[config.mk]
export PLATFORM = sky130hd
export DESIGN_NAME = chte_ram
export DESIGN_NICKNAME = d
export VERILOG_FILES = /design/src/hdl/chte_ram.sv
export SDC_FILE = /design/constraint.sdc
export NUM_CORES = 1
export LEC_CHECK = 0
export ABC_AREA = 1
export ABC_CLOCK_PERIOD_IN_PS = 2500
export BUFFER_PORTS_ARGS = -buffer_cell sky130_fd_sc_hd__buf_2
export CORE_MARGIN = 2
export CORE_UTILIZATION = 39
export DETAILED_ROUTE_END_ITERATION = 6
export MAX_ROUTING_LAYER = met4
export SYNTH_ARGS = -nofsm -noshare
export SYNTH_HDL_FRONTEND = slang
export SYNTH_SLANG_ARGS = --single-unit
[constraint.sdc]
create_clock -name clk -period 2.5 [get_ports clk]
set_input_delay 0.125 -clock clk [delete_from_list [all_inputs] [get_ports clk]]
set_output_delay 0.125 -clock clk [all_outputs]
set_load 0.03 [all_outputs]
[src/hdl/chte_ram.sv]
module chte_ram #(
	parameter int WIDTH = 8,
	parameter int DEPTH = 16
) (
	input  logic                     clk,
	input  logic                     we,
	input  logic [$clog2(DEPTH)-1:0] waddr,
	input  logic [WIDTH-1:0]         wdata,
	input  logic [$clog2(DEPTH)-1:0] raddr,
	output logic [WIDTH-1:0]         rdata
);

	logic [WIDTH-1:0] mem [DEPTH];

	// One write port and one registered read port.
	always_ff @(posedge clk) begin
		if (we) begin
			mem[waddr] <= wdata;
		end
		rdata <= mem[raddr];
	end

endmodule

Yosys cells after proc, flatten, opt, wreduce, memory -nomap -nowiden --
Memories as Yosys holds them, arrays and structs flattened. A register that Yosys moved wholly into a read port is not among the register bits. Cells that the tools add are included.
Word-level totals: bits in registers 0, RAM bits 128, input port bits 18, output and inout port bits 8, logic and storage cells 3, memories 1
Cells by class: muxes and demuxes 2
Memories:
- mem | depth 16, bits a word 8, rd ports 1, clocked after Yosys merged registers in 1, write ports 1, RTL line 13 | logic [WIDTH-1:0] mem [DEPTH];
Operators by type and width (count):
- $mux 1 | 2

Logic depth before layout (Yosys ltp) --
Gate-level depths: netlist of the first run.
depth after elaboration 2, gate-level depth with buffers 8

Worst setup path after synthesis of the first run --
OpenSTA, ideal clock, no wires.
path kind input to register, from input port waddr[2], to memory mem[10][0], enable pin, setup time 0.370 ns, arrival 0.706 ns, data required time 2.130 ns, path slack 1.424 ns, cell stages on the path 2, buffers on the path 0, path through nand3b_1 > nor2_1
RTL lines:
- from (decl) | RTL line 7 | input logic [$clog2(DEPTH)-1:0] waddr,
- to (decl) | RTL line 13
Straight into the memory's write port.

Worst setup path in the final report of the first run --
from input port waddr[2], to memory mem[9][0], enable pin
Straight into the memory's write port.

==> results.cfg, run 1 <==
[timing]
hold_slack_ns = 0.0666
rsz0062_at_grt = false
worst_pin_slew_ns = 0.864
hold_viol = 0
fin_crit_sh = 0.473
slew_violations = 0
period_minus_slack_ns = 1.18
slew_headroom = 0.422
clock_skew_ns = 0.00679
setup_tns_ns = 0
fmax_mhz = 845
setup_viol = 0

[yosys]
syn-num-nets = 569
ys_ff_latch = 136
syn-cell-area_um2 = 5770
ys_async_sr_fraction = 0
synth_area_leaders = edfxtp_1 (67%), nand2_1 (11%), nand3_1 (8.4%)
synth.avg_cell_area_um2 = 10.5
synth_most_common_cell = nand2_1
ys_top_cells_by_count = nand2_1 (173), edfxtp_1 (128), inv_1 (100)
syn_inst = 551
synth-seq-area-share = 0.694
ys_warn_count = 0
ys.flop_type = edfxtp_1
synth_enable_flop_cells = 128
ys_types = 12
yosysTopAreaCell = edfxtp_1
yosysTopAreaCellShare = 0.667

[placed_design]
io_buffers = 25
gp_congestion = 0.833
hpwl_um = 7890
dp_cells = 739

[pwr]
powerDensity_nw_per_um2 = 818
peakVddDrop_mv = 0.993
leakage_nw = 2.82
p_total_mw = 5.39

[clock_tree]
root_buffer = clkbuf_16
postCtsHoldBufs = 0
cts_buffers = 17
cts_buffer_depth = 2
cts_setup_buffers = 0
cts.repair.resized = 0
path_clk_slew_ns = 0.06
cts_tree = yes
h-tree-depth = 4
clock-sinks = 136
clk_latency_ns = 0.42

[critical_path]
cp-startpoint = waddr[2]
critPathCaptureType = register
cp_slowest_cell = nor2_1
path_class = in -> reg
critical_path_peak_fanout = 8
rr_worst_depth = 6
rr_startpoint = mem[1][7]$_DFFE_PP_
path_depth = 3
reg2reg_to = rdata[7]$_DFF_P_
path_buf_inv = 1
worstPathArrival_ns = 1.22
critPathTopFamily = simple AND/OR/NAND/NOR gates
worstPathCellList = buf_2 > nand3b_1 > nor2_1
endpoint = mem[9][0]$_DFFE_PP_
r2r_setup_slack_ns = 1.42
critical_path.max_stage_delay_ns = 0.71
worstPathRequired_ns = 2.54
start_kind = input port

[grt]
overflow = 0
antenna_found_initial = 0
grt_pass1_wl_um = 20200
grt_max_degree = 65
groute.usage.overall = 0.179
first_global_vias = 3649

[detailed_routing]
post_drt_wl_per_cell_um = 16.7
firstDrtPassIters = 5
drc = 0
dr_total_vias = 3739
wirelength_um = 12900
vias_per_cell = 4.85
ant_nets = 0
drtIter0Drc = 333

[final_layout]
finish.net_count = 592
area_growth_pct = 14.2
drive_gt1_frac = 0.0988
antennaDiodeCount = 0
fillCellCount = 1333
instances_no_fill = 771

[die]
core-area_um2 = 14500
start_util = 0.398
die_h_um = 126
die_area_um2 = 15800
die_x_um = 126
io_pins = 26
row_count = 44

[worst_hold_path]
hold_class = in -> reg
hold_depth = 3

[run_status]
status = completed

[flow_run]
drv_cap = 0
-- placed cells by master (no fill, tap or decap), drive strengths merged --
master | Yosys | final
nand2 | 173 | 173
clkbuf | 0 | 23
nor2 | 17 | 17
clkinv | 0 | 4
edfxtp | 128 | 128
nand3 | 97 | 97
dfxtp | 8 | 8
bufinv | 0 | 3
clkinvlp | 0 | 2
nand3b | 2 | 2
inv | 102 | 102
buf | 24 | 28
-- logic make-up after synthesis --
family | synth area share
simple gates | 0.210
flops | 0.694
buf+inv | 0.0952
-- stage by stage --
step / util / cell area (um2) / worst slack [ns]
finish: 0.455 / 6580 / 1.32
floorplan: - / 5770 / 1.42
global route: 0.455 / 6580 / 1.22
CTS: 0.455 / 6580 / 1.32
global placement: 0.414 / 5990 / 0.926
detailed placement: 0.414 / 5990 / 0.878
-- layer usage --
layer	up-vias	wire, um	share of wire	global-route usage
met5	-	0	0	-
met4	0	220	0.017	0.0725
met3	18	962	0.075	0.0441
met2	119	6150	0.48	0.278
met1	1787	5540	0.43	0.228
li1	1815	-	-	-
-- worst min-delay path, cell delays in order --
cell	delay [ns]
buf_2	0.17
nand3_1	0.10
nand2_1	0.04
-- how the worst min path moves through the flow --
stage / end / start / slack (ns)
after global placement: rdata[6]$_DFF_P_ / raddr[3] / 0.49
after global routing: rdata[2]$_DFF_P_ / raddr[3] / 0.07
after detailed placement: rdata[6]$_DFF_P_ / raddr[3] / 0.49
after CTS: rdata[3]$_DFF_P_ / raddr[3] / 0.05
after floorplan: mem[0][0]$_DFFE_PP_ / wdata[0] / 0.22
final: rdata[3]$_DFF_P_ / raddr[3] / 0.07
-- area by class of cell --
class / count / area [um2] / area share
flip-flops and latches: 136 / 4000 / 0.608
multi-input cells: 289 / 1210 / 0.184
clock buffers: 23 / 468 / 0.0711
inverters: 102 / 383 / 0.0582
well taps: 184 / 230 / 0.0350
repair buffers: 28 / 160 / 0.0243
clock inverters: 9 / 125 / 0.0190
-- report_power, final --
group | switching, mW | total, mW | internal (mW)
sequential | 0.0169 | 2.57 | 2.55
combinational | 0.244 | 0.327 | 0.0835
clock | 0.879 | 2.49 | 1.61
total | 1.14 | 5.39 | 4.25
-- sequential cells by signal, summed over array words and instances (netlist names) --
name / cells
mem: 128
rdata: 8
Power figures use the tool's default switching activity.
==> run 2: changes to the inputs <==
--- a/config.mk
+++ b/config.mk
@@ -6,7 +6,7 @@
 export NUM_CORES = 1
 export LEC_CHECK = 0
 export ABC_AREA = 1
-export ABC_CLOCK_PERIOD_IN_PS = 2500
+export ABC_CLOCK_PERIOD_IN_PS = 1100
 export BUFFER_PORTS_ARGS = -buffer_cell sky130_fd_sc_hd__buf_2
 export CORE_MARGIN = 2
 export CORE_UTILIZATION = 39
==> constraint.sdc (replaced) <==
create_clock -name clk -period 1.1 [get_ports clk]
set_input_delay 0.055 -clock clk [delete_from_list [all_inputs] [get_ports clk]]
set_output_delay 0.055 -clock clk [all_outputs]
set_load 0.03 [all_outputs]
==> results.cfg, run 2 (synthesis gave the netlist of run 1 again) <==
[run_status]
status = completed

[timing]
setup_tns_ns = 0
clock_skew_ns = 0.00391
slew_violations = 0
setup_ws_ns = 0.0338
fmax_mhz = 938
period_minus_slack_ns = 1.07
rsz0062_at_grt = false
hold_viol = 0
fin_crit_sh = 0.969
worst_pin_slew_ns = 0.418
setup_viol = 0
hold_slack_ns = 0.0520
slew_headroom = 0.721

[worst_hold_path]
min_from = wdata[5]
hold_depth = 1
hold_end = mem[4][5]$_DFFE_PP_
hold_class = in -> reg

[critical_path]
worstPathArrival_ns = 1.01
cp_slowest_cell = dfxtp_1
critical_path.max_stage_delay_ns = 0.39
start_kind = register
critPathCaptureType = output pin
rr_worst_depth = 6
path_depth = 1
critPathTopFamily = flip-flops
worstPathCellList = buf_4
critical_path_peak_fanout = 1
reg2reg_to = rdata[3]$_DFF_P_
worstPathRequired_ns = 1.04
path_buf_inv = 1
path_class = reg -> out
r2r_setup_slack_ns = 0.09
cp-startpoint = rdata[5]$_DFF_P_
rr_startpoint = mem[7][3]$_DFFE_PP_

[placed_design]
io_buffers = 25
hpwl_um = 8260
dp_cells = 760
placed_area_um2 = 6210
gp_congestion = 0.837
pre_cts_ws_ns = -0.0350

[pwr]
peakVddDrop_mv = 1.21
p_comb_frac = 0.068
p_switching_mw = 2.65
clkPwrFrac = 0.444
p_seq_frac = 0.488
powerDensity_nw_per_um2 = 1760
internal_power_mw = 9.30
leakage_nw = 2.94
p_total_mw = 11.9
switching_share = 0.221

[final_layout]
area_growth_pct = 17.5
final_area_um2 = 6780
finish.net_count = 614
drive_gt1_frac = 0.126
largest_register = mem
fin_util = 0.468
instances_no_fill = 793
reg_top3 = mem x128, rdata x8
mostFrequentLayoutCell = nand2_1
final_cell_mix = nand2_1 (173), edfxtp_1 (128), inv_1 (100)
largest_register_ffs = 128
antennaDiodeCount = 0
fillCellCount = 1342

[detailed_routing]
firstDrtPassIters = 6
dr_total_vias = 3833
drtIter0Drc = 292
wirelength_um = 13100
drc = 0
post_drt_wl_per_cell_um = 16.5
ant_nets = 0
vias_per_cell = 4.83

[grt]
grt_max_degree = 65
grt_pass1_wl_um = 20800
groute.usage.overall = 0.183
first_global_vias = 3905
antenna_found_initial = 0
overflow = 0

[clock_tree]
cts_buffers = 17
cts_tree = yes
h-tree-depth = 4
clk_latency_ns = 0.42
clock-sinks = 136
cts_buffer_depth = 2
root_buffer = clkbuf_16
path_clk_slew_ns = 0.06

[die]
core-area_um2 = 14500
io_pins = 26
die_x_um = 126
die_h_um = 126
die_area_um2 = 15800
start_util = 0.398
row_count = 44

[flow_run]
drv_cap = 0
## run 2: worst max-delay path by stage
stage                               end  slack (ns)
global placement       rdata[4]$_DFF_P_       -0.02
global route                   rdata[1]      0.0009
finish                         rdata[5]        0.03
detailed placement     rdata[4]$_DFF_P_       -0.04
CTS                            rdata[1]       0.002
floorplan           mem[4][0]$_DFFE_PP_        0.09
## run 2: power by group through the flow
stage / Combinational (mW) / Clock (mW) / Sequential [mW]
2_1_floorplan: 0.409 / 0 / 6.00
3_3_place_gp: 0.791 / 0 / 5.94
3_5_place_dp: 0.805 / 0 / 5.94
4_1_cts: 0.813 / 5.39 / 5.84
5_1_grt: 0.896 / 5.64 / 5.84
6_report: 0.808 / 5.31 / 5.83
## run 2: cell type report
type                    count  area (um2)  area share
flip-flops and latches    136        4000       0.591
repair buffers             50         395      0.0584
multi-input cells         289        1220       0.180
inverters                 102         383      0.0565
clock buffers              19         433      0.0639
clock inverters            13         111      0.0164
well taps                 184         230      0.0340
## run 2: metal layers
metal  vias to the layer above  track usage  routed length, um  part of all wire
met2                        96        0.292               6410              0.49
met4                         0       0.0778                290             0.022
met3                        25       0.0449                524             0.040
met5                         -            -                  0                 0
li1                       1866            -                  -                 -
met1                      1846        0.223               5850              0.45
## run 2: what timing repair did
action                     CTS  global route
cloned                       0             0
setup endpoints to repair    1             2
hold buffers                 1             0
gates resized for setup      1             2
hold endpoints to repair     3             0
buffers inserted             0             0
==> run 3: changes to the inputs <==
--- a/config.mk
+++ b/config.mk
@@ -8,6 +8,7 @@
 export ABC_AREA = 1
 export ABC_CLOCK_PERIOD_IN_PS = 1100
 export BUFFER_PORTS_ARGS = -buffer_cell sky130_fd_sc_hd__buf_2
+export CORE_ASPECT_RATIO = 1.25
 export CORE_MARGIN = 2
 export CORE_UTILIZATION = 39
 export DETAILED_ROUTE_END_ITERATION = 6
==> results.cfg, run 3 (synthesis gave the netlist of run 1 again) <==
[detailed_routing]
firstDrtPassIters = 5
drtIter0Drc = 227
wirelength_um = 13200
vias_per_cell = 4.92
dr_total_vias = 3879
post_drt_wl_per_cell_um = 16.8
ant_nets = 0
drc = 0

[placed_design]
io_buffers = 25
dp_cells = 756
hpwl_um = 8360
pre_cts_ws_ns = -0.0233
placed_area_um2 = 6210
gp_congestion = 0.891

[timing]
worst_pin_slew_ns = 0.417
hold_viol = 0
setup_viol = 0
slew_headroom = 0.722
fin_crit_sh = 0.945
setup_ws_ns = 0.0604
clock_skew_ns = 0.00671
period_minus_slack_ns = 1.04
rsz0062_at_grt = false
slew_violations = 0
fmax_mhz = 962
hold_slack_ns = 0.0480

[critical_path]
start_kind = register
critical_path_peak_fanout = 1
worstPathRequired_ns = 1.04
critPathCaptureType = output pin
critPathTopFamily = flip-flops
worstPathCellList = buf_2
path_class = reg -> out
cp_slowest_cell = dfxtp_1
worstPathArrival_ns = 0.98
critical_path.max_stage_delay_ns = 0.35
path_buf_inv = 1

[clock_tree]
clk_latency_ns = 0.41
path_clk_slew_ns = 0.06
cts_buffers = 17
cts_buffer_depth = 2
cts.repair.resized = 0
h-tree-depth = 4
postCtsHoldBufs = 0
root_buffer = clkbuf_16
clock-sinks = 136
cts_setup_buffers = 0
cts_tree = yes

[die]
start_util = 0.400
die_area_um2 = 15800
die_h_um = 140
row_count = 49
io_pins = 26
die_x_um = 113
core-area_um2 = 14400

[final_layout]
largest_register_ffs = 128
largest_register = mem
finish.net_count = 615
fin_util = 0.471
area_growth_pct = 17.6
mostFrequentLayoutCell = nand2_1
fillCellCount = 1282
instances_no_fill = 788
final_area_um2 = 6780
reg_top3 = mem x128, rdata x8
final_cell_mix = nand2_1 (173), edfxtp_1 (128), inv_1 (100)
antennaDiodeCount = 0
drive_gt1_frac = 0.138

[grt]
antenna_found_initial = 0
first_global_vias = 3762
overflow = 0
grt_max_degree = 65
groute.usage.overall = 0.180
grt_pass1_wl_um = 20400

[run_status]
status = completed

[pwr]
leakage_nw = 2.94
peakVddDrop_mv = 1.04
powerDensity_nw_per_um2 = 1790

[flow_run]
drv_cap = 0

[worst_hold_path]
hold_class = in -> reg
[run 3: per-layer routing]
metal  wire length (um)  vias up  GRT usage
met5                  0        -          -
met1               5320     1865      0.210
met3                700       21     0.0420
met2               6920      126      0.303
li1                   -     1867          -
met4                292        0     0.0668
[run 3: path summary, 6_finish.rpt]
| kind | from | to | slack [ns] | cells after the start |
|---|---|---|---|---|
| setup / recovery | rdata[5]$_DFF_P_ | rdata[5] | 0.06 | 1 |
| hold / removal | wdata[2] | mem[1][2]$_DFFE_PP_ | 0.05 | 1 |
| setup reg to reg | mem[13][6]$_DFFE_PP_ | rdata[6]$_DFF_P_ | 0.10 | 6 |
| hold reg to reg | mem[13][1]$_DFFE_PP_ | rdata[1]$_DFF_P_ | 0.68 | 6 |
[run 3: report_power, final]
part / switching (mW) / total, mW / internal, mW / leakage, nW
Combinational: 0.570 / 0.809 / 0.239 / 1.45
Sequential: 0.0371 / 5.83 / 5.79 / 1.22
Clock: 2.14 / 5.47 / 3.33 / 0.270
Total: 2.75 / 12.1 / 9.36 / 2.94
[run 3: cell type report]
| type | count | area, um2 | area share |
|---|---|---|---|
| Sequential cell | 136 | 4000 | 0.590 |
| Clock inverter | 15 | 151 | 0.0223 |
| Tap cell | 178 | 223 | 0.0328 |
| Clock buffer | 17 | 425 | 0.0627 |
| Multi-Input combinational cell | 289 | 1210 | 0.179 |
| Timing Repair Buffer | 51 | 383 | 0.0564 |
| Inverter | 102 | 383 | 0.0564 |
[run 3: metrics by stage]
stage	power, mW	setup TNS (ns)
after floorplan	6.41	0
after global placement	6.74	-0.00936
after detailed placement	6.75	-0.131
after CTS	12.2	0
after global routing	12.5	0
final	12.1	0
