File: config.mk
export PLATFORM = sky130hd
export DESIGN_NAME = chte_hash
export DESIGN_NICKNAME = d
export VERILOG_FILES = /design/src/hdl/chte_pkg.sv /design/src/hdl/chte_hash.sv
export SDC_FILE = /design/constraint.sdc
export NUM_CORES = 1
export LEC_CHECK = 0
export ABC_AREA = 0
export BUFFER_PORTS_ARGS = -buffer_cell sky130_fd_sc_hd__buf_2
export CORE_MARGIN = 3
export CORE_UTILIZATION = 58
export DETAILED_ROUTE_END_ITERATION = 8
export PLACE_DENSITY = 0.77
export SLEW_MARGIN = 25
export SYNTH_ARGS = -nofsm -noshare
export SYNTH_HDL_FRONTEND = slang
export SYNTH_SLANG_ARGS = --single-unit
File: constraint.sdc
create_clock -name clk -period 6.2 [get_ports clk]
set_input_delay 0.62 -clock clk [delete_from_list [all_inputs] [get_ports clk]]
set_output_delay 0.62 -clock clk [all_outputs]
set_load 0.02 [all_outputs]
File: src/hdl/chte_pkg.sv
package chte_pkg;

	// Operation codes carried in the func field.
	localparam logic [1:0] FUNC_INSERT = 2'd0;
	localparam logic [1:0] FUNC_LOOKUP = 2'd1;
	localparam logic [1:0] FUNC_REMOVE = 2'd2;

	// Status codes returned with each result.
	localparam logic [2:0] ST_INSERTED = 3'd0;
	localparam logic [2:0] ST_PRESENT  = 3'd1;
	localparam logic [2:0] ST_FULL     = 3'd2;
	localparam logic [2:0] ST_FOUND    = 3'd3;
	localparam logic [2:0] ST_MISSING  = 3'd4;
	localparam logic [2:0] ST_REMOVED  = 3'd5;

	// Fixed field widths of the request and the result.
	localparam int KEY_W = 64;
	localparam int LEN_W = 4;
	localparam int HASH_W = 32;
	localparam int VAL_W = 32;

	typedef struct packed {
		logic [1:0]       func;
		logic [KEY_W-1:0] key_bytes;
		logic [LEN_W-1:0] key_length;
		logic [VAL_W-1:0] value_in;
	} req_t;

	typedef struct packed {
		logic [2:0]       status;
		logic [VAL_W-1:0] value_out;
	} rsp_t;

	// Status handed from the hash unit to the table sequencer.
	typedef struct packed {
		logic              done;
		logic [HASH_W-1:0] hash;
	} hash_stat_t;

endpackage

File: src/hdl/chte_hash.sv
module chte_hash (
	input  logic                              clk,
	input  logic                              arst_n,
	input  logic                              start,
	input  logic [chte_pkg::KEY_W-1:0]        key,
	input  logic [chte_pkg::LEN_W-1:0]        len,
	output chte_pkg::hash_stat_t              stat
);

	logic [chte_pkg::HASH_W-1:0] h_q;
	logic [chte_pkg::LEN_W-1:0]  cnt_q;
	logic [chte_pkg::KEY_W-1:0]  key_q;
	logic                        busy_q;
	logic                        done_q;
	logic [7:0]                  byte_sel;
	logic [chte_pkg::HASH_W-1:0] b_ext;
	logic [2:0]                  idx;

	// The byte folded this cycle, sign-extended.
	assign idx = 3'(cnt_q - 4'd1);
	assign byte_sel = key_q[8*idx +: 8];
	assign b_ext = {{24{byte_sel[7]}}, byte_sel};

	// One byte per cycle, last byte first.
	always_ff @(posedge clk or negedge arst_n) begin
		if (!arst_n) begin
			busy_q <= 1'b0;
			done_q <= 1'b0;
			cnt_q <= '0;
			h_q <= '0;
			key_q <= '0;
		end else begin
			done_q <= 1'b0;
			if (start) begin
				busy_q <= 1'b1;
				cnt_q <= len;
				h_q <= 32'(len);
				key_q <= key;
			end else if (busy_q) begin
				if (cnt_q == '0) begin
					busy_q <= 1'b0;
					done_q <= 1'b1;
				end else begin
					h_q <= h_q ^ ((h_q << 5) + (h_q >> 2) + b_ext);
					cnt_q <= cnt_q - 4'd1;
				end
			end
		end
	end

	assign stat.done = done_q;
	assign stat.hash = h_q;

endmodule

After elaboration in Yosys (flattened, before gate mapping). Cells that the tools add are included.

$add $sub $neg: 3. Multiply operators: 0. Divide/modulo/power cells: 0. $lt $le $gt $ge: 0. Equality and inequality tests: 1. Shift operators: 1. Multiplexer cells: 12. Bitwise operators: 1. Reductions and logical operators: 3.

Operator list (count): $mux W32 (3); $shiftx A64 B7 Y8 (1); $add A32 B30 Y32 (1); $add A32 B32 Y32 (1); $xor A32 B32 Y32 (1); $mux W4 (3); $mux W1 (6); $logic_not A4 Y1 (1); $sub A4 B1 Y4 const B (1); $ne A2 B2 Y1 const B (1); $reduce_and A2 Y1 (1); $reduce_bool A2 Y1 (1).

Register bits after elaboration: 102. Latch bits: 0. Memory bits (writable): 0. Bits in read-only memories: 0. Input bits: 71. Output and inout port bits: 33. Word-level logic and storage cells: 26. Memories kept: 0.

Logic depth before layout (Yosys ltp). Gate-level depths: netlist of run 1.

Depth after elaboration: 7. Depth in mapped cells: 21. Gate-level depth less buffers: 17.

Least setup slack after synthesis of run 1. No wires, ideal clock.

Kind: register to register. From: reg cnt_q[0] (netlist name). To: reg h_q[31] (netlist name). Setup time: 0.128 ns. Data arrival time: 5.337 ns. Required time: 6.072 ns. Setup slack: 0.736 ns. Stages on the path, launching flop included: 20. Path buffers: 3. Clock period less this slack: 5.464 ns. Path through: dfrtp_1 -> buf_2 -> buf_1 -> inv_1 -> ha_1 -> clkbuf_1 -> mux4_2 -> mux2i_1 -> inv_1 -> fa_1 -> ha_1 -> nand3_2 -> nor2_4 -> o311ai_4 -> and3_4 -> o41ai_4 -> a22oi_1 -> mux2i_1 -> a31oi_1 -> mux2_1.

Cells in the longest elaborated chain, start to end: 7. Elaborated cells between the ends (all ways): 10. Those cells by class: add/sub: 2; eq/ne: 1; shift: 1; mux: 3; bitwise: 1; reduce/logical: 2.

Ends and longest elaborated chain: start: declaration (RTL line chte_hash.sv:11) `logic [chte_pkg::LEN_W-1:0] cnt_q;`; start signal: assignment (RTL line chte_hash.sv:36) `cnt_q <= len;`; start signal: assignment (RTL line chte_hash.sv:45) `cnt_q <= cnt_q - 4'd1;`; $sub A4 B1 Y4; $shiftx A64 B7 Y8 (RTL line chte_hash.sv:21) `assign byte_sel = key_q[8*idx +: 8];`; $add A32 B32 Y32 (RTL line chte_hash.sv:44) `h_q <= h_q ^ ((h_q << 5) + (h_q >> 2) + b_ext);`; $xor A32 B32 Y32 (RTL line chte_hash.sv:44); $mux W32 (RTL line chte_hash.sv:40) `if (cnt_q == '0) begin`; $mux W32 (RTL line chte_hash.sv:39) `end else if (busy_q) begin`; $mux W32 (RTL line chte_hash.sv:34) `if (start) begin`; end signal: assignment (RTL line chte_hash.sv:37) `h_q <= 32'(len);`; end signal: assignment (RTL line chte_hash.sv:44); end: declaration (RTL line chte_hash.sv:10) `logic [chte_pkg::HASH_W-1:0] h_q;`.

Parallel ways exist; a longest one is shown, timed or not. The select of a mux whose other input is x is not followed. A chain may end at the register's enable or synchronous reset.

Worst setup path after layout of run 1.
From: reg cnt_q[1] (netlist name). To: reg h_q[28] (netlist name).

Same word-level chain as after synthesis.

==> metrics.yaml, run 1 <==
setup_path:
  crit_end: "h_q[28]"
  crit_type: "reg -> reg"
  critPathMaxStageDelay_ps: 470
  worstSetupStartpoint: "cnt_q[1]"
  crit_path_end_kind: "flip-flop"
  r2r_cells: 17
  crit_fanout: 16
  crit_chain: "inv_1 > ha_1 > xor2_2 > mux2i_1 > inv_1 > buf_4 > fa_1 > ha_1 > nand3_2 > nor4_1 > nand3_1 > nand3_1 > o211ai_1 > a2111oi_0 > nor3b_1 > xor2_1 > nor2_1"
  worstPathRequired_ps: 6420
  arrival_ps: 5160
  r2r-start: "cnt_q[1]"
  cp.depth: 17
  crit_buf_inv: 3
  crit_family: "adder cells"
  rrSetupSlack_ps: 1260
  rr_endpoint: "h_q[28]"
  cp-start-kind: "flip-flop"
  slowest_stage: "fa_1"
route:
  firstDrtPassIters: 4
  drt-initial-drc-count: 281
  totalWireLength_mm: 15.89
  routed_via_density: 5.998
  drc: 0
  routedWlPerCell_um: 18.37
  drtAntennaViolNets: 0
  vias: 5188
sta:
  fin_crit_sh: 0.7964
  setup_viol: 0
  final-hold-violation-count: 0
  min_period_ps: 4938
  drv_slew: 0
  slew_headroom: 0.5317
  fin_ws_ps: 1262
  tightest_slew_ps: 702.4
  fmax_mhz: 202.5
  rsz0062_at_grt: "no"
  tns_ps: 0
  fin_skew_ps: 13.93
logic_synthesis:
  syn_inst: 628
  yosysSeqAreaShare: 0.3682
  synth_area_leaders: "dfrtp_1, mux2_2, fa_1"
  yosys-top-cells-count: "dfrtp_1, mux2_2, nor2_1"
  synth_seq_cells: 102
  synth_top_area_cell: "dfrtp_1"
  synth.net_count: 762
  syn_area_sq_um: 6932
  synthArstFlopShare: 1.000
  ys_warn_count: 0
  synth_ff_type: "dfrtp_1"
  synth_cell_types: 61
  yosys.area.top_type_share: 0.3682
  synth_edf_count: 0
  yosysMostFrequentCell: "dfrtp_1"
  syn_avg_cell_area_sq_um: 11.04
clock_tree:
  cts.path.max_buffers: 2
  cts_buffers: 9
  hold_buffers: 0
  cts-root-buf: "clkbuf_16"
  cts_resized: 0
  htreeDepth: 3
  cts_tree: "yes"
  clk_pin_slew_worst_paths_ps: 70
  postCtsSetupRepairBufs: 0
  numClockSinks: 102
  insertion_delay_ps: 360
grt:
  antenna_found_initial: 2
  grt_max_degree: 58
  grt_pass1_vias: 5380
  grt_first_pass_wirelength_mm: 26.70
  grt_overflow: 0
  grtUsageTotal: 0.2586
status:
  outcome: "finished, final reports clean"
final_layout:
  drive_gt1_frac: 0.3186
  fill_cells: 862
  layout.nets: 851
  area_growth_pct: 12.96
  antennaDiodeCount: 0
worst_hold_path:
  hp-class: "in -> async"
placed_design:
  hpwl_mm: 12.12
  io_buffers: 103
  gp_congestion: 0.9030
  dpl_worst_slack_ps: 1298
floorplanning:
  ios: 104
  die_area_sq_um: 13300
  rows: 39
  die-width_um: 115.3
  die_y_um: 115.3
  start_util: 0.5994
  coreArea_sq_um: 11560
flow_run:
  cap_violations: 0
==> cells in the final DEF, fill, tap and decap left out, types with 3 or more instances in the layout <==
cell type,instances
or3_1,17
nor4_1,4
mux4_2,16
buf_4,8
nand3b_1,3
o21ai_1,4
nor3b_1,4
clkbuf_16,9
a21oi_1,43
and2_1,4
a211oi_1,8
inv_1,18
o21ai_0,32
o211ai_1,4
nand2_1,26
xnor2_1,19
and3_1,3
nor3_1,6
xor2_1,13
mux2_2,76
nor2_1,46
buf_2,101
fa_1,26
ha_1,37
a21o_1,14
nor2b_1,10
o21bai_1,5
dfrtp_1,102
nand3_1,16
mux2i_1,4
==> registers in the layout (all words and copies together), names as in the netlist <==
signal / cells
busy_q: 1
done_q: 1
h_q: 32
cnt_q: 4
key_q: 64
==> metrics by stage <==
stage	cell area [sq um]	instances	utilization	hold slack, ps
after global routing	7830	865	0.6771	306.7
final	7830	865	0.6771	263.7
after global placement	7548	849	0.6527	485.3
after floorplan	6932	628	-	324.4
after detailed placement	7548	849	0.6527	490.9
after CTS	7830	865	0.6771	278.0
==> per-layer routing <==
metal	part of all wire	wire length [um]	up-vias	GRT usage
met1	0.43	6789	2560	0.3243
li1	-	-	2455	-
met3	0.057	907	32	0.07105
met4	0.023	370	4	0.09546
met2	0.49	7808	137	0.4306
met5	0.0010	16	-	0
==> logic make-up after synthesis <==
family          share of synthesized area
simple gates                       0.1123
fa+ha+maj                          0.1419
mux                                0.1829
buf+inv                           0.02816
compound gates                     0.1238
xor+xnor                          0.04278
flops                              0.3682
==> how the worst min path moves through the flow <==
stage / from / end / slack [ps]
3_5_place_dp: key_q[39] / key_q[39] / 490
6_report: arst_n / key_q[31] / 260
4_1_cts: arst_n / h_q[1] / 280
5_1_grt: arst_n / key_q[31] / 310
2_1_floorplan: arst_n / busy_q / 320
3_3_place_gp: key_q[50] / key_q[50] / 490
==> cell type report <==
cell class,count,area (sq um),share of cell area
Timing Repair Buffer,109,565.5,0.07223
Clock buffer,10,229.0,0.02924
Tap cell,143,178.9,0.02285
Multi-Input combinational cell,477,4184,0.5344
Sequential cell,102,2552,0.3260
Clock inverter,6,52.55,0.006711
Inverter,18,67.56,0.008629
Power of run 1 is left out: the tool's default activity adds up to more than one toggle a clock period on the data nets, which glitch-free logic cannot reach.
==> inputs of run 2 (changes only) <==
==> constraint.sdc (replaced) <==
create_clock -name clk -period 4.94 [get_ports clk]
set_input_delay 0.494 -clock clk [delete_from_list [all_inputs] [get_ports clk]]
set_output_delay 0.494 -clock clk [all_outputs]
set_load 0.02 [all_outputs]
==> metrics.yaml, run 2 (synthesis results as in run 1) <==
status:
  outcome: "finished, final reports clean"
final_layout:
  final_common_cell: "dfrtp_1"
  area_growth_pct: 13.92
  largest_registers: "key_q (64), h_q (32), cnt_q (4)"
  top_register: "key_q"
  layout.nets: 854  # +0.35%
  drive_gt1_frac: 0.3228  # +0.004199
  largest_register_ffs: 64  # unchanged
  antennaDiodeCount: 0  # unchanged
  final_cell_mix: "dfrtp_1, buf_2, mux2_2"
  fill_cells: 841  # -2.4%
setup_path:
  arrival_ps: 4890  # -270 ps
  cp-start-kind: "flip-flop"
  cp.depth: 18  # +1
  crit_chain: "inv_1 > ha_1 > buf_4 > mux4_2 > mux2_2 > ha_1 > ha_1 > inv_1 > fa_1 > nor2b_4 > o31a_2 > o311ai_4 > a21oi_1 > o31a_1 > o2111ai_1 > mux2i_1 > a21oi_1 > mux2_2"
  r2r_cells: 18  # +1
  critPathMaxStageDelay_ps: 390  # -80 ps
  crit_type: "reg -> reg"
  crit_buf_inv: 3  # unchanged
  slowest_stage: "ha_1"
  worstPathRequired_ps: 5180  # -1240 ps
  crit_top_cell: "ha_1"
  crit_family: "compound AO/OA/AOI/OAI gates"
  crit_path_end_kind: "flip-flop"
  crit_fanout: 13  # -3
route:
  firstDrtPassIters: 5  # +1
  vias: 5191  # +0.058%
  drtAntennaViolNets: 0  # unchanged
  routedWlPerCell_um: 18.62  # +1.3%
  drt-initial-drc-count: 289  # +2.8%
  totalWireLength_mm: 16.16  # +1.7%
  routed_via_density: 5.980  # -0.29%
  drc: 0  # unchanged
flow_run:
  cap_violations: 0  # unchanged
sta:
  fmax_mhz: 214.9  # +6.1%
  drv_slew: 0  # unchanged
  rsz0062_at_grt: "no"
  setup_viol: 0  # unchanged
  final-hold-violation-count: 0  # unchanged
  min_period_ps: 4653  # -284.6 ps
  tightest_slew_ps: 780.8  # +78.40 ps
  fin_crit_sh: 0.9419  # +0.1455
  fin_skew_ps: 8.266  # -5.669 ps
  tns_ps: 0  # unchanged
  slew_headroom: 0.4794  # -0.05227
placed_design:
  io_buffers: 103  # unchanged
  hpwl_mm: 12.39  # +2.2%
  gp_congestion: 0.9148  # +1.3%
clock_tree:
  numClockSinks: 102  # unchanged
  cts_buffers: 9  # unchanged
  cts-root-buf: "clkbuf_16"
  htreeDepth: 3  # unchanged
  cts_tree: "yes"
  clk_pin_slew_worst_paths_ps: 70  # about the same
  cts.path.max_buffers: 2  # unchanged
  postCtsSetupRepairBufs: 0  # unchanged
  insertion_delay_ps: 350  # about the same
grt:
  antenna_found_initial: 0  # -2
  grt_pass1_vias: 5380  # unchanged
  grt_max_degree: 68  # +17%
  grt_first_pass_wirelength_mm: 26.92  # +0.82%
  grtUsageTotal: 0.2600  # +0.001350
  grt_overflow: 0  # unchanged
floorplanning:
  coreArea_sq_um: 11560  # unchanged
  start_util: 0.5994  # unchanged
  rows: 39  # unchanged
  die-width_um: 115.3  # unchanged
  die_y_um: 115.3  # unchanged
  die_area_sq_um: 13300  # unchanged
  ios: 104  # unchanged
worst_hold_path:
  hp-class: "in -> async"
-- run 2: cell count changes in the layout (fill, tap and decap cells not counted), sizes merged --
cell    delta
clkbuf     +2
inv        -3
buf        +3
bufinv     +1
-- run 2: area by class of cell --
| class | instances | area (sq um) | share of cell area |
|---|---|---|---|
| timing repair buffer | 112 | 588.1 | 0.07447 |
| sequential | 102 | 2552 | 0.3232 |
| clock inverter | 4 | 55.05 | 0.006972 |
| clock buffer | 12 | 236.5 | 0.02995 |
| inverter | 18 | 71.32 | 0.009032 |
| tap | 143 | 178.9 | 0.02266 |
| multi-input combinational | 477 | 4214 | 0.5337 |
-- run 2: stage by stage --
step	hold slack [ps]	instances	instance area (sq um)	utilization	setup WS, ps
CTS	258.9	868	7890	0.6822	265.9
detailed placement	490.9	852	7599	0.6570	305.7
finish	221.8	868	7896	0.6828	286.9
global route	270.9	868	7896	0.6828	17.39
floorplan	198.4	628	6970	-	10.58
global placement	484.3	852	7599	0.6570	379.7
-- run 2: what timing repair did --
item	CTS	global route
setup endpoints to repair	0	1
resized for setup	0	1
hold buffers	0	0
-- run 2: metal layers --
layer | share of wire | GRT usage
met2 | 0.49 | 0.4371
met1 | 0.42 | 0.3390
met5 | 0 | 0
met4 | 0.031 | 0.1041
met3 | 0.051 | 0.04053
-- run 2: worst paths after layout --
| check | from | to | slack, ps |
|---|---|---|---|
| min | arst_n | key_q[23] | 220 |
| max | cnt_q[0] | h_q[23] | 290 |
| min reg2reg | key_q[5] | key_q[5] | 500 |
| max in group asynchronous | arst_n | key_q[58] | 3680 |
| min in group clk | key[63] | key_q[63] | 370 |
| max reg2reg | cnt_q[0] | h_q[23] | 290 |
Power of run 2 is left out for the same reason.
